--- config.mk ---
export PLATFORM = sky130hd
export DESIGN_NAME = tile_id_to_tileset_coords_core
export DESIGN_NICKNAME = d
export VERILOG_FILES = /design/src/rtl/core/tid2ts_pkg.sv /design/src/rtl/core/tile_id_to_tileset_coords_core.sv /design/src/rtl/core/tid2ts_fifo.sv /design/src/rtl/core/tid2ts_front.sv /design/src/rtl/core/tid2ts_back.sv
export SDC_FILE = /design/constraint.sdc
export NUM_CORES = 1
export LEC_CHECK = 0
export BUFFER_PORTS_ARGS = -buffer_cell sky130_fd_sc_hd__buf_2
export CORE_AREA = 2 2 345 347
export DETAILED_ROUTE_END_ITERATION = 6
export DIE_AREA = 0 0 347 349
export GPL_TIMING_DRIVEN = 0
export PLACE_DENSITY = 0.51
export SLEW_MARGIN = 25
export SYNTH_ARGS = -nofsm -noshare
export SYNTH_HDL_FRONTEND = slang
export SYNTH_SLANG_ARGS = --single-unit
--- constraint.sdc ---
create_clock -name clk_i -period 15.35 [get_ports clk_i]
set_input_delay 0.7675 -clock clk_i [delete_from_list [all_inputs] [get_ports clk_i]]
set_output_delay 0.7675 -clock clk_i [all_outputs]
set_load 0.05 [all_outputs]
--- src/rtl/core/tid2ts_pkg.sv ---
// ----------------------------------------------------------------------------
// Tile ID to tileset coordinates: shared types and constants
// Payload structures, command and register codes, and the back-end states.
// ----------------------------------------------------------------------------
package tid2ts_pkg;

  localparam int unsigned IdBits   = 16;
  localparam int unsigned DivCntW  = $clog2(IdBits);
  localparam int unsigned PosW     = 10;
  localparam int unsigned MapRegW  = 11;
  localparam int unsigned CountW   = 4;
  localparam int unsigned CfgIdxW  = 2;
  localparam int unsigned CfgDataW = 11;
  localparam int unsigned QDepth   = 2;
  localparam int unsigned QPtrW    = $clog2(QDepth);
  localparam int unsigned QCntW    = QPtrW + 1;

  localparam logic [DivCntW-1:0] DivLast = DivCntW'(IdBits - 1);
  localparam logic [MapRegW-1:0] PosLimit = MapRegW'(1 << PosW);

  localparam logic CmdLoad = 1'b0;
  localparam logic CmdTile = 1'b1;

  localparam logic [CfgIdxW-1:0] CfgMapColumns   = 2'd0;
  localparam logic [CfgIdxW-1:0] CfgMapRows      = 2'd1;
  localparam logic [CfgIdxW-1:0] CfgTilesetCount = 2'd2;

  typedef struct packed {
    logic        cmd;
    logic [15:0] tile_id;
    logic [2:0]  slot;
    logic [15:0] first_gid;
    logic [15:0] last_gid;
    logic [15:0] tiles_in_set;
    logic [8:0]  set_columns;
    logic [8:0]  set_tile_size;
  } in_item_t;

  typedef struct packed {
    logic [2:0]  set_index;
    logic [15:0] src_row;
    logic [7:0]  src_col;
    logic [17:0] dest_x;
    logic [17:0] dest_y;
  } out_item_t;

  typedef struct packed {
    logic [15:0] first_gid;
    logic [15:0] last_gid;
    logic [15:0] tiles;
    logic [8:0]  columns;
    logic [8:0]  tile_size;
  } set_entry_t;

  typedef struct packed {
    logic            cmd;
    logic [15:0]     tile_id;
    logic [2:0]      slot;
    set_entry_t      set_data;
    logic [PosW-1:0] col_pos;
    logic [PosW-1:0] row_pos;
  } qentry_t;

  typedef enum logic [2:0] {
    BsIdle,
    BsRead,
    BsCheck,
    BsDiv,
    BsDone
  } back_state_e;

endpackage

--- src/rtl/core/tile_id_to_tileset_coords_core.sv ---
// ----------------------------------------------------------------------------
// Tile ID to tileset coordinates
// Turns a row-major stream of tile map IDs into tileset slot, source row and
// column, and destination pixel position.
// ----------------------------------------------------------------------------
// Items enter through push and full; an item is a transfer when push is high
// and full is low. Load items fill a tileset slot, tile items present one map
// cell. Results leave through empty and pop; the oldest result sits on
// out_item_o while empty is low and is a transfer when pop is high.
// The configuration registers must be written through cfg_we_i, cfg_idx_i and
// cfg_data_i only while the block is idle; the block does not enforce it.
// The front end places an item in the queue at its transfer edge. A tile item
// is then taken by the back end when idle, which searches the table one slot
// at a time, with a read and a check for each slot and a fallback to slot 0,
// and then runs the 16-step restoring divider before the result appears. The
// back end takes no new item before it has finished the last one.
// Empty tiles and load items give no result.
// A two-entry queue lets the front end take new items while the back end is
// busy, and a stalled receiver holds the back end only once a second result
// is ready. Reset returns the map position to the origin and the registers
// to one; the tileset table holds no valid data until it is loaded.
// ----------------------------------------------------------------------------
module tile_id_to_tileset_coords_core
  import tid2ts_pkg::*;
#(
  parameter int unsigned MAX_SETS = 8
) (
  input  logic                clk_i,
  input  logic                rst_ni,
  input  logic                push,
  output logic                full,
  input  in_item_t            in_item_i,
  input  logic                pop,
  output logic                empty,
  output out_item_t           out_item_o,
  input  logic                cfg_we_i,
  input  logic [CfgIdxW-1:0]  cfg_idx_i,
  input  logic [CfgDataW-1:0] cfg_data_i
);

  logic              q_push, q_full, q_pop, q_empty, accept;
  qentry_t           q_in, q_out;
  logic [CountW-1:0] tileset_count;

  assign full   = q_full;
  assign accept = push && !q_full;

  tid2ts_front #(
    .MAX_SETS(MAX_SETS)
  ) u_front (
    .clk_i          (clk_i),
    .rst_ni         (rst_ni),
    .cfg_we_i       (cfg_we_i),
    .cfg_idx_i      (cfg_idx_i),
    .cfg_data_i     (cfg_data_i),
    .accept_i       (accept),
    .item_i         (in_item_i),
    .q_push_o       (q_push),
    .q_entry_o      (q_in),
    .tileset_count_o(tileset_count)
  );

  tid2ts_fifo u_fifo (
    .clk_i  (clk_i),
    .rst_ni (rst_ni),
    .push_i (q_push),
    .entry_i(q_in),
    .full_o (q_full),
    .pop_i  (q_pop),
    .entry_o(q_out),
    .empty_o(q_empty)
  );

  tid2ts_back #(
    .MAX_SETS(MAX_SETS)
  ) u_back (
    .clk_i          (clk_i),
    .rst_ni         (rst_ni),
    .tileset_count_i(tileset_count),
    .q_entry_i      (q_out),
    .q_empty_i      (q_empty),
    .q_pop_o        (q_pop),
    .out_pop_i      (pop),
    .out_empty_o    (empty),
    .out_item_o     (out_item_o)
  );

endmodule

--- src/rtl/core/tid2ts_fifo.sv ---
// ----------------------------------------------------------------------------
// Tile ID to tileset coordinates: work queue
// A short queue that decouples the classifying front end from the back end.
// ----------------------------------------------------------------------------
module tid2ts_fifo
  import tid2ts_pkg::*;
(
  input  logic    clk_i,
  input  logic    rst_ni,
  input  logic    push_i,
  input  qentry_t entry_i,
  output logic    full_o,
  input  logic    pop_i,
  output qentry_t entry_o,
  output logic    empty_o
);

  qentry_t            mem_q [QDepth];
  logic [QPtrW-1:0]   wp_q, wp_d, rp_q, rp_d;
  logic [QCntW-1:0]   cnt_q, cnt_d;
  logic               wr, rd;

  assign full_o  = (cnt_q == QCntW'(QDepth));
  assign empty_o = (cnt_q == '0);
  assign wr      = push_i && !full_o;
  assign rd      = pop_i && !empty_o;
  assign entry_o = mem_q[rp_q];

  always_comb begin
    wp_d  = wr ? wp_q + QPtrW'(1) : wp_q;
    rp_d  = rd ? rp_q + QPtrW'(1) : rp_q;
    cnt_d = cnt_q + QCntW'(wr) - QCntW'(rd);
  end

  always_ff @(posedge clk_i or negedge rst_ni) begin
    if (!rst_ni) begin
      wp_q  <= '0;
      rp_q  <= '0;
      cnt_q <= '0;
    end else begin
      wp_q  <= wp_d;
      rp_q  <= rp_d;
      cnt_q <= cnt_d;
    end
  end

  always_ff @(posedge clk_i) begin
    if (wr) begin
      mem_q[wp_q] <= entry_i;
    end
  end

endmodule

--- src/rtl/core/tid2ts_front.sv ---
// ----------------------------------------------------------------------------
// Tile ID to tileset coordinates: front end
// Holds the configuration registers, tracks the map position and classifies
// incoming items before they enter the work queue.
// ----------------------------------------------------------------------------
module tid2ts_front
  import tid2ts_pkg::*;
#(
  parameter int unsigned MAX_SETS = 8
) (
  input  logic                clk_i,
  input  logic                rst_ni,
  input  logic                cfg_we_i,
  input  logic [CfgIdxW-1:0]  cfg_idx_i,
  input  logic [CfgDataW-1:0] cfg_data_i,
  input  logic                accept_i,
  input  in_item_t            item_i,
  output logic                q_push_o,
  output qentry_t             q_entry_o,
  output logic [CountW-1:0]   tileset_count_o
);

  logic [MapRegW-1:0] map_columns_q, map_columns_d;
  logic [MapRegW-1:0] map_rows_q, map_rows_d;
  logic [CountW-1:0]  tileset_count_q, tileset_count_d;
  logic [PosW-1:0]    col_q, col_d, row_q, row_d;
  logic [MapRegW-1:0] next_col, next_row;
  logic               slot_ok, is_tile;

  assign is_tile  = (item_i.cmd == CmdTile);
  assign slot_ok  = ({5'd0, item_i.slot} < 8'(MAX_SETS));
  assign q_push_o = accept_i && (is_tile ? (item_i.tile_id != '0) : slot_ok);
  assign tileset_count_o = tileset_count_q;

  always_comb begin
    q_entry_o                        = '0;
    q_entry_o.cmd                    = item_i.cmd;
    q_entry_o.tile_id                = item_i.tile_id;
    q_entry_o.slot                   = item_i.slot;
    q_entry_o.set_data.first_gid     = item_i.first_gid;
    q_entry_o.set_data.last_gid      = item_i.last_gid;
    q_entry_o.set_data.tiles         = item_i.tiles_in_set;
    q_entry_o.set_data.columns       = item_i.set_columns;
    q_entry_o.set_data.tile_size     = item_i.set_tile_size;
    q_entry_o.col_pos                = col_q;
    q_entry_o.row_pos                = row_q;
  end

  always_comb begin
    map_columns_d   = map_columns_q;
    map_rows_d      = map_rows_q;
    tileset_count_d = tileset_count_q;
    if (cfg_we_i) begin
      case (cfg_idx_i)
        CfgMapColumns:   map_columns_d   = cfg_data_i;
        CfgMapRows:      map_rows_d      = cfg_data_i;
        CfgTilesetCount: tileset_count_d = cfg_data_i[CountW-1:0];
        default: ;
      endcase
    end
  end

  always_comb begin
    next_col = {1'b0, col_q} + MapRegW'(1);
    next_row = {1'b0, row_q} + MapRegW'(1);
    col_d    = col_q;
    row_d    = row_q;
    if (accept_i && is_tile) begin
      if (next_col >= map_columns_q || next_col >= PosLimit) begin
        col_d = '0;
        if (next_row >= map_rows_q || next_row >= PosLimit) begin
          row_d = '0;
        end else begin
          row_d = next_row[PosW-1:0];
        end
      end else begin
        col_d = next_col[PosW-1:0];
      end
    end
  end

  always_ff @(posedge clk_i or negedge rst_ni) begin
    if (!rst_ni) begin
      map_columns_q   <= MapRegW'(1);
      map_rows_q      <= MapRegW'(1);
      tileset_count_q <= CountW'(1);
      col_q           <= '0;
      row_q           <= '0;
    end else begin
      map_columns_q   <= map_columns_d;
      map_rows_q      <= map_rows_d;
      tileset_count_q <= tileset_count_d;
      col_q           <= col_d;
      row_q           <= row_d;
    end
  end

endmodule

--- src/rtl/core/tid2ts_back.sv ---
// ----------------------------------------------------------------------------
// Tile ID to tileset coordinates: back end
// Keeps the tileset table, searches it one slot at a time, divides the local
// index with a restoring divider and holds the result for the receiver.
// ----------------------------------------------------------------------------
module tid2ts_back
  import tid2ts_pkg::*;
#(
  parameter int unsigned MAX_SETS = 8
) (
  input  logic              clk_i,
  input  logic              rst_ni,
  input  logic [CountW-1:0] tileset_count_i,
  input  qentry_t           q_entry_i,
  input  logic              q_empty_i,
  output logic              q_pop_o,
  input  logic              out_pop_i,
  output logic              out_empty_o,
  output out_item_t         out_item_o
);

  localparam int unsigned SlotW = (MAX_SETS > 1) ? $clog2(MAX_SETS) : 1;
  localparam int unsigned CntW  = $clog2(MAX_SETS + 1);

  back_state_e        state_q, state_d;
  set_entry_t         mem_q [MAX_SETS];
  set_entry_t         rd_q;
  logic [SlotW-1:0]   k_q, k_d, sel_q, sel_d;
  logic [15:0]        id_q, id_d, quo_q, quo_d;
  logic [8:0]         rem_q, rem_d, cols_q, cols_d, size_q, size_d;
  logic [PosW-1:0]    col_q, col_d, row_q, row_d;
  logic [DivCntW-1:0] dcnt_q, dcnt_d;
  logic               out_valid_q, out_valid_d;
  out_item_t          out_q, out_d;
  logic [CntW-1:0]    count;
  logic               hit, take, out_free, last_slot;
  logic [15:0]        local_idx, minus_one;
  logic [9:0]         trial;
  logic [18:0]        prod_x, prod_y;

  assign q_pop_o     = (state_q == BsIdle) && !q_empty_i;
  assign out_free    = !out_valid_q || out_pop_i;
  assign out_empty_o = !out_valid_q;
  assign out_item_o  = out_q;

  always_comb begin
    if (tileset_count_i == '0) begin
      count = CntW'(1);
    end else if ({4'd0, tileset_count_i} > 8'(MAX_SETS)) begin
      count = CntW'(MAX_SETS);
    end else begin
      count = CntW'(tileset_count_i);
    end
  end

  assign hit       = (k_q != '0) && (id_q >= rd_q.first_gid) && (id_q <= rd_q.last_gid);
  assign take      = (k_q == '0) || hit;
  assign last_slot = ((CntW'(k_q) + CntW'(1)) >= count);
  assign local_idx = hit ? (id_q + rd_q.tiles - rd_q.last_gid) : id_q;
  assign minus_one = local_idx - 16'd1;
  assign trial     = {rem_q, quo_q[15]};
  assign prod_x    = col_q * size_q;
  assign prod_y    = row_q * size_q;

  always_comb begin
    state_d = state_q;
    case (state_q)
      BsIdle: begin
        if (!q_empty_i && q_entry_i.cmd == CmdTile) begin
          state_d = BsRead;
        end
      end
      BsRead:  state_d = BsCheck;
      BsCheck: state_d = take ? BsDiv : BsRead;
      BsDiv: begin
        if (dcnt_q == DivLast) begin
          state_d = BsDone;
        end
      end
      BsDone: begin
        if (out_free) begin
          state_d = BsIdle;
        end
      end
      default: state_d = BsIdle;
    endcase
  end

  always_comb begin
    k_d         = k_q;
    sel_d       = sel_q;
    id_d        = id_q;
    quo_d       = quo_q;
    rem_d       = rem_q;
    cols_d      = cols_q;
    size_d      = size_q;
    col_d       = col_q;
    row_d       = row_q;
    dcnt_d      = dcnt_q;
    out_d       = out_q;
    out_valid_d = out_valid_q && !out_pop_i;
    case (state_q)
      BsIdle: begin
        if (!q_empty_i && q_entry_i.cmd == CmdTile) begin
          id_d  = q_entry_i.tile_id;
          col_d = q_entry_i.col_pos;
          row_d = q_entry_i.row_pos;
          k_d   = (count > CntW'(1)) ? SlotW'(1) : '0;
        end
      end
      BsCheck: begin
        if (take) begin
          sel_d  = k_q;
          quo_d  = minus_one;
          rem_d  = '0;
          dcnt_d = '0;
          cols_d = (rd_q.columns == '0) ? 9'd1 : rd_q.columns;
          size_d = rd_q.tile_size;
        end else if (last_slot) begin
          k_d = '0;
        end else begin
          k_d = k_q + SlotW'(1);
        end
      end
      BsDiv: begin
        dcnt_d = dcnt_q + DivCntW'(1);
        if (trial >= {1'b0, cols_q}) begin
          rem_d = 9'(trial - {1'b0, cols_q});
          quo_d = {quo_q[14:0], 1'b1};
        end else begin
          rem_d = trial[8:0];
          quo_d = {quo_q[14:0], 1'b0};
        end
      end
      BsDone: begin
        if (out_free) begin
          out_valid_d     = 1'b1;
          out_d.set_index = 3'(sel_q);
          out_d.src_row   = quo_q;
          out_d.src_col   = rem_q[7:0];
          out_d.dest_x    = prod_x[17:0];
          out_d.dest_y    = prod_y[17:0];
        end
      end
      default: ;
    endcase
  end

  always_ff @(posedge clk_i or negedge rst_ni) begin
    if (!rst_ni) begin
      state_q     <= BsIdle;
      out_valid_q <= 1'b0;
    end else begin
      state_q     <= state_d;
      out_valid_q <= out_valid_d;
    end
  end

  always_ff @(posedge clk_i) begin
    k_q    <= k_d;
    sel_q  <= sel_d;
    id_q   <= id_d;
    quo_q  <= quo_d;
    rem_q  <= rem_d;
    cols_q <= cols_d;
    size_q <= size_d;
    col_q  <= col_d;
    row_q  <= row_d;
    dcnt_q <= dcnt_d;
    out_q  <= out_d;
  end

  always_ff @(posedge clk_i) begin
    if (q_pop_o && q_entry_i.cmd == CmdLoad) begin
      mem_q[SlotW'(q_entry_i.slot)] <= q_entry_i.set_data;
    end
    rd_q <= mem_q[k_q];
  end

endmodule
==> impl_metrics.env <==
export IMPL_drv_cap=0
export IMPL_drt_initial_drc_count=1585
export IMPL_cts_tree="yes"
export IMPL_htreeDepth=3
export IMPL_clk_latency_ns=0.70
export IMPL_leakage_nw=19.90
export IMPL_detailed_place_hpwl_microns=75540
export IMPL_synthTopCellsByArea="edfxtp_1, mux4_2, fa_1"
export IMPL_yosys_warnings=0
export IMPL_min_period_ns=6.688
export IMPL_grt_util_all_layers_pct=17.47
export IMPL_dieArea_sq_mm=0.1211
export IMPL_dr_pass1_iters=7
export IMPL_status="complete, no violations"
export IMPL_synth_top_area_cell="edfxtp_1"
export IMPL_ys_types=73
export IMPL_synth_net_count=3278
export IMPL_numCtsBuffers=110
export IMPL_antenna_found_initial=8
export IMPL_crit_path_cell_trace="clkbuf_1 > clkbuf_2 > clkbuf_1 > inv_1 > ha_1 > nor2b_1 > nor2_1 > o21ai_0 > nor4b_1 > o21ai_2 > buf_4 > buf_4 > mux2i_1 > ha_1 > clkbuf_1 > nand2_1 > or3_1 > o21a_1 > nor3_1 > xor2_1 > o21ai_1"
export IMPL_slew_viol_final=0
export IMPL_synth_top_area_share_pct=58.80
export IMPL_endpoint_kind="flop"
export IMPL_synth_edff_count=892
export IMPL_synth_ff_type="edfxtp_1"
export IMPL_skew_ns=0.04177
export IMPL_setup_tns_ns=0
export IMPL_grt_max_degree=55
export IMPL_crit_path_frequent_cell="clkbuf_1"
export IMPL_wl_per_cell_microns=21.72
export IMPL_whs_ns=0.1422
export IMPL_crit_path_start_kind="flop"
export IMPL_vias_per_cell=5.036
export IMPL_die_y_microns=349
export IMPL_synth_area_sq_mm=0.04556
export IMPL_crit_fanout=10
export IMPL_cts_root_buf="clkbuf_16"
export IMPL_area_growth_pct=16.83
export IMPL_slew_headroom_pct=33.12
export IMPL_fin_crit_sh_pct=43.57
export IMPL_cp_arrival_ns=7.12
export IMPL_route_detailed_drc=0
export IMPL_avgSynthCellArea_sq_um=15.81
export IMPL_numPortBuffers=168
export IMPL_ys_seq_area_share_pct=64.67
export IMPL_crit_slowest_cell="clkbuf_1"
export IMPL_hold_path_class="input pin to async pin"
export IMPL_numClockSinks=1012
export IMPL_yosys_register_bits=1012
export IMPL_drtAntennaViolNets=0
export IMPL_coreArea_sq_mm=0.1175
export IMPL_finalWirelength_microns=105300
export IMPL_path_clk_slew_ns=0.06
export IMPL_final_common_cell="edfxtp_1"
export IMPL_synthArstFlopShare_pct=5.336
export IMPL_fmax_mhz=149.5
export IMPL_ir_drop_uv=115.5
export IMPL_initial_utilization_pct=38.79
export IMPL_slowest_delay_ns=0.76
export IMPL_grt_overflow_total=0
export IMPL_cts_setup_buffers=0
export IMPL_vias=24418
export IMPL_layout_nets=3613
export IMPL_cts_hold_buf=0
export IMPL_pin_count=169
export IMPL_drive_gt1_share_pct=22.85
export IMPL_finalHoldViolations=0
export IMPL_grt_pass1_vias=25801
export IMPL_required_ns=15.78
export IMPL_setup_viol=0
export IMPL_mostFrequentLayoutCells="edfxtp_1, inv_1, nand2_1"
export IMPL_ctsResizeCount=0
export IMPL_cellPowerDensity_mw_per_mm2=169.8
export IMPL_grt_pass1_wl_microns=157700
export IMPL_rsz0062_at_grt="false"
export IMPL_gp_congestion=0.8245
export IMPL_fp_row_count=126
export IMPL_die_x_microns=347
export IMPL_tightest_slew_ns=1.003
export IMPL_worst_setup_path_type="flop to flop"
export IMPL_syn_inst=2881
export IMPL_clk_path_buf_depth=3
export IMPL_n_antenna_cell=0
## per-stage QoR
stage	total power (W)	util, %	cells	instance area (sq um)	setup WS [ns]
final	0.009040	45.31	4849	53220	8.662
after global routing	0.009596	45.31	4849	53220	8.288
after CTS	0.009180	45.30	4848	53200	8.638
after detailed placement	0.006461	42.11	4639	49460	8.660
after global placement	0.006397	41.14	4585	48320	0.2719
after floorplan	0.005676	-	2881	45560	6.460
## path summary, 6_finish.rpt
path | to | depth (start not counted) | startpoint | slack, ns
setup reg to reg | u_back.quo_q[14]$_DFFE_PP_ | 21 | u_back.k_q[1]$_SDFFCE_PP0P_ | 8.66
max in group asynchronous | u_front.row_q[5]$_DFFE_PN0P_ | 1 | rst_ni | 14.72
hold reg to reg | u_back.size_q[6]$_DFFE_PP_ | 0 | u_back.rd_q[6]$_DFF_P_ | 0.40
hold / removal | u_front.map_rows_q[4]$_DFFE_PN0P_ | 1 | rst_ni | 0.14
min in group clk_i | u_fifo.mem_q[0][32]$_DFFE_PP_ | 1 | in_item_i[12] | 0.25
setup / recovery | u_back.quo_q[14]$_DFFE_PP_ | 21 | u_back.k_q[1]$_SDFFCE_PP0P_ | 8.66
## power by group
group | internal [W] | switching (W) | total (W)
clock | 0.00158 | 0.00110 | 0.00268
sequential | 0.00358 | 0.000120 | 0.00370
combinational | 0.00110 | 0.00156 | 0.00266
total | 0.00627 | 0.00277 | 0.00904
## critical path: cells and delay by family (launching register included)
kind                     cells  cell delay (ns)
AND/OR/NAND/NOR              6             1.70
XOR/XNOR                     1             0.21
AO/OA/AOI/OAI                4             0.65
flip-flops                   1             0.37
adder cells (fa/ha/maj)      2             0.43
buffers and inverters        7             2.83
multiplexers                 1             0.21
## per-layer routing
| metal | global-route usage (%) | wire length, microns | up-vias |
|---|---|---|---|
| met5 | 0 | 41 | - |
| met4 | 5.626 | 3173 | 8 |
| met3 | 3.124 | 5063 | 183 |
| met2 | 30.45 | 52950 | 517 |
| met1 | 22.06 | 44080 | 12536 |
| li1 | - | - | 11174 |
## cell families after synthesis
group	after synthesis	share of synthesized area [%]
DFF	1012	64.67
and+or+nand+nor	515	5.507
buffers and inverters	425	3.526
muxes	334	11.48
adders and majority gates	293	10.16
AOI/OAI and AO/OA	215	2.983
xor gates and xnor gates	87	1.673
## cells in the mapped netlist, drive strengths merged (3+ instances only)
master   count
mux4       132
a21boi       5
and3        10
a31oi        9
a21o        16
nor3b        6
xor2        29
a2111oi      5
a211oi       7
edfxtp     892
nand2b       9
buf         17
or3          4
o21bai       3
o41ai        4
nor3        24
dfxtp       66
o22ai        3
nor2        82
fa         128
nand3b       3
mux2       186
and2        90
mux2i       16
a21oi       47
dfrtp       51
nor4         6
o31ai        4
inv        316
o21a         8
nand2      193
o211ai       6
nand3       37
o21ai       79
nor2b       20
clkbuf      92
dfstp        3
ha         165
a22o         3
xnor2       58
nand4       18
## final cells by class
cell class,instances,area (sq um)
inverters,316,1186
repair buffers,223,1894
plain buffers,109,437.9
clock buffers,150,3047
clock inverters,59,689.4
multi-input cells,1444,14580
fillers,10261,64230
flip-flops and latches,1012,29460
well taps,1536,1922
## sequential cells by signal, indices dropped and copies added (netlist names), 3 cells and up
register and count:
u_back.col_q 10, u_back.rem_q 9, u_back.cols_q 9, u_back.rd_q 66
u_back.id_q 16, u_front.row_q 10, u_back.row_q 10, u_front.col_q 10
u_back.size_q 9, u_back.out_item_o 63, u_back.sel_q 3, u_back.quo_q 16
u_back.dcnt_q 4, u_front.map_columns_q 11, u_back.mem_q 528, u_fifo.mem_q 212
u_back.state_q 3, u_front.tileset_count_o 4, u_front.map_rows_q 11, u_back.k_q 3
Power figures use the tool's default switching activity.
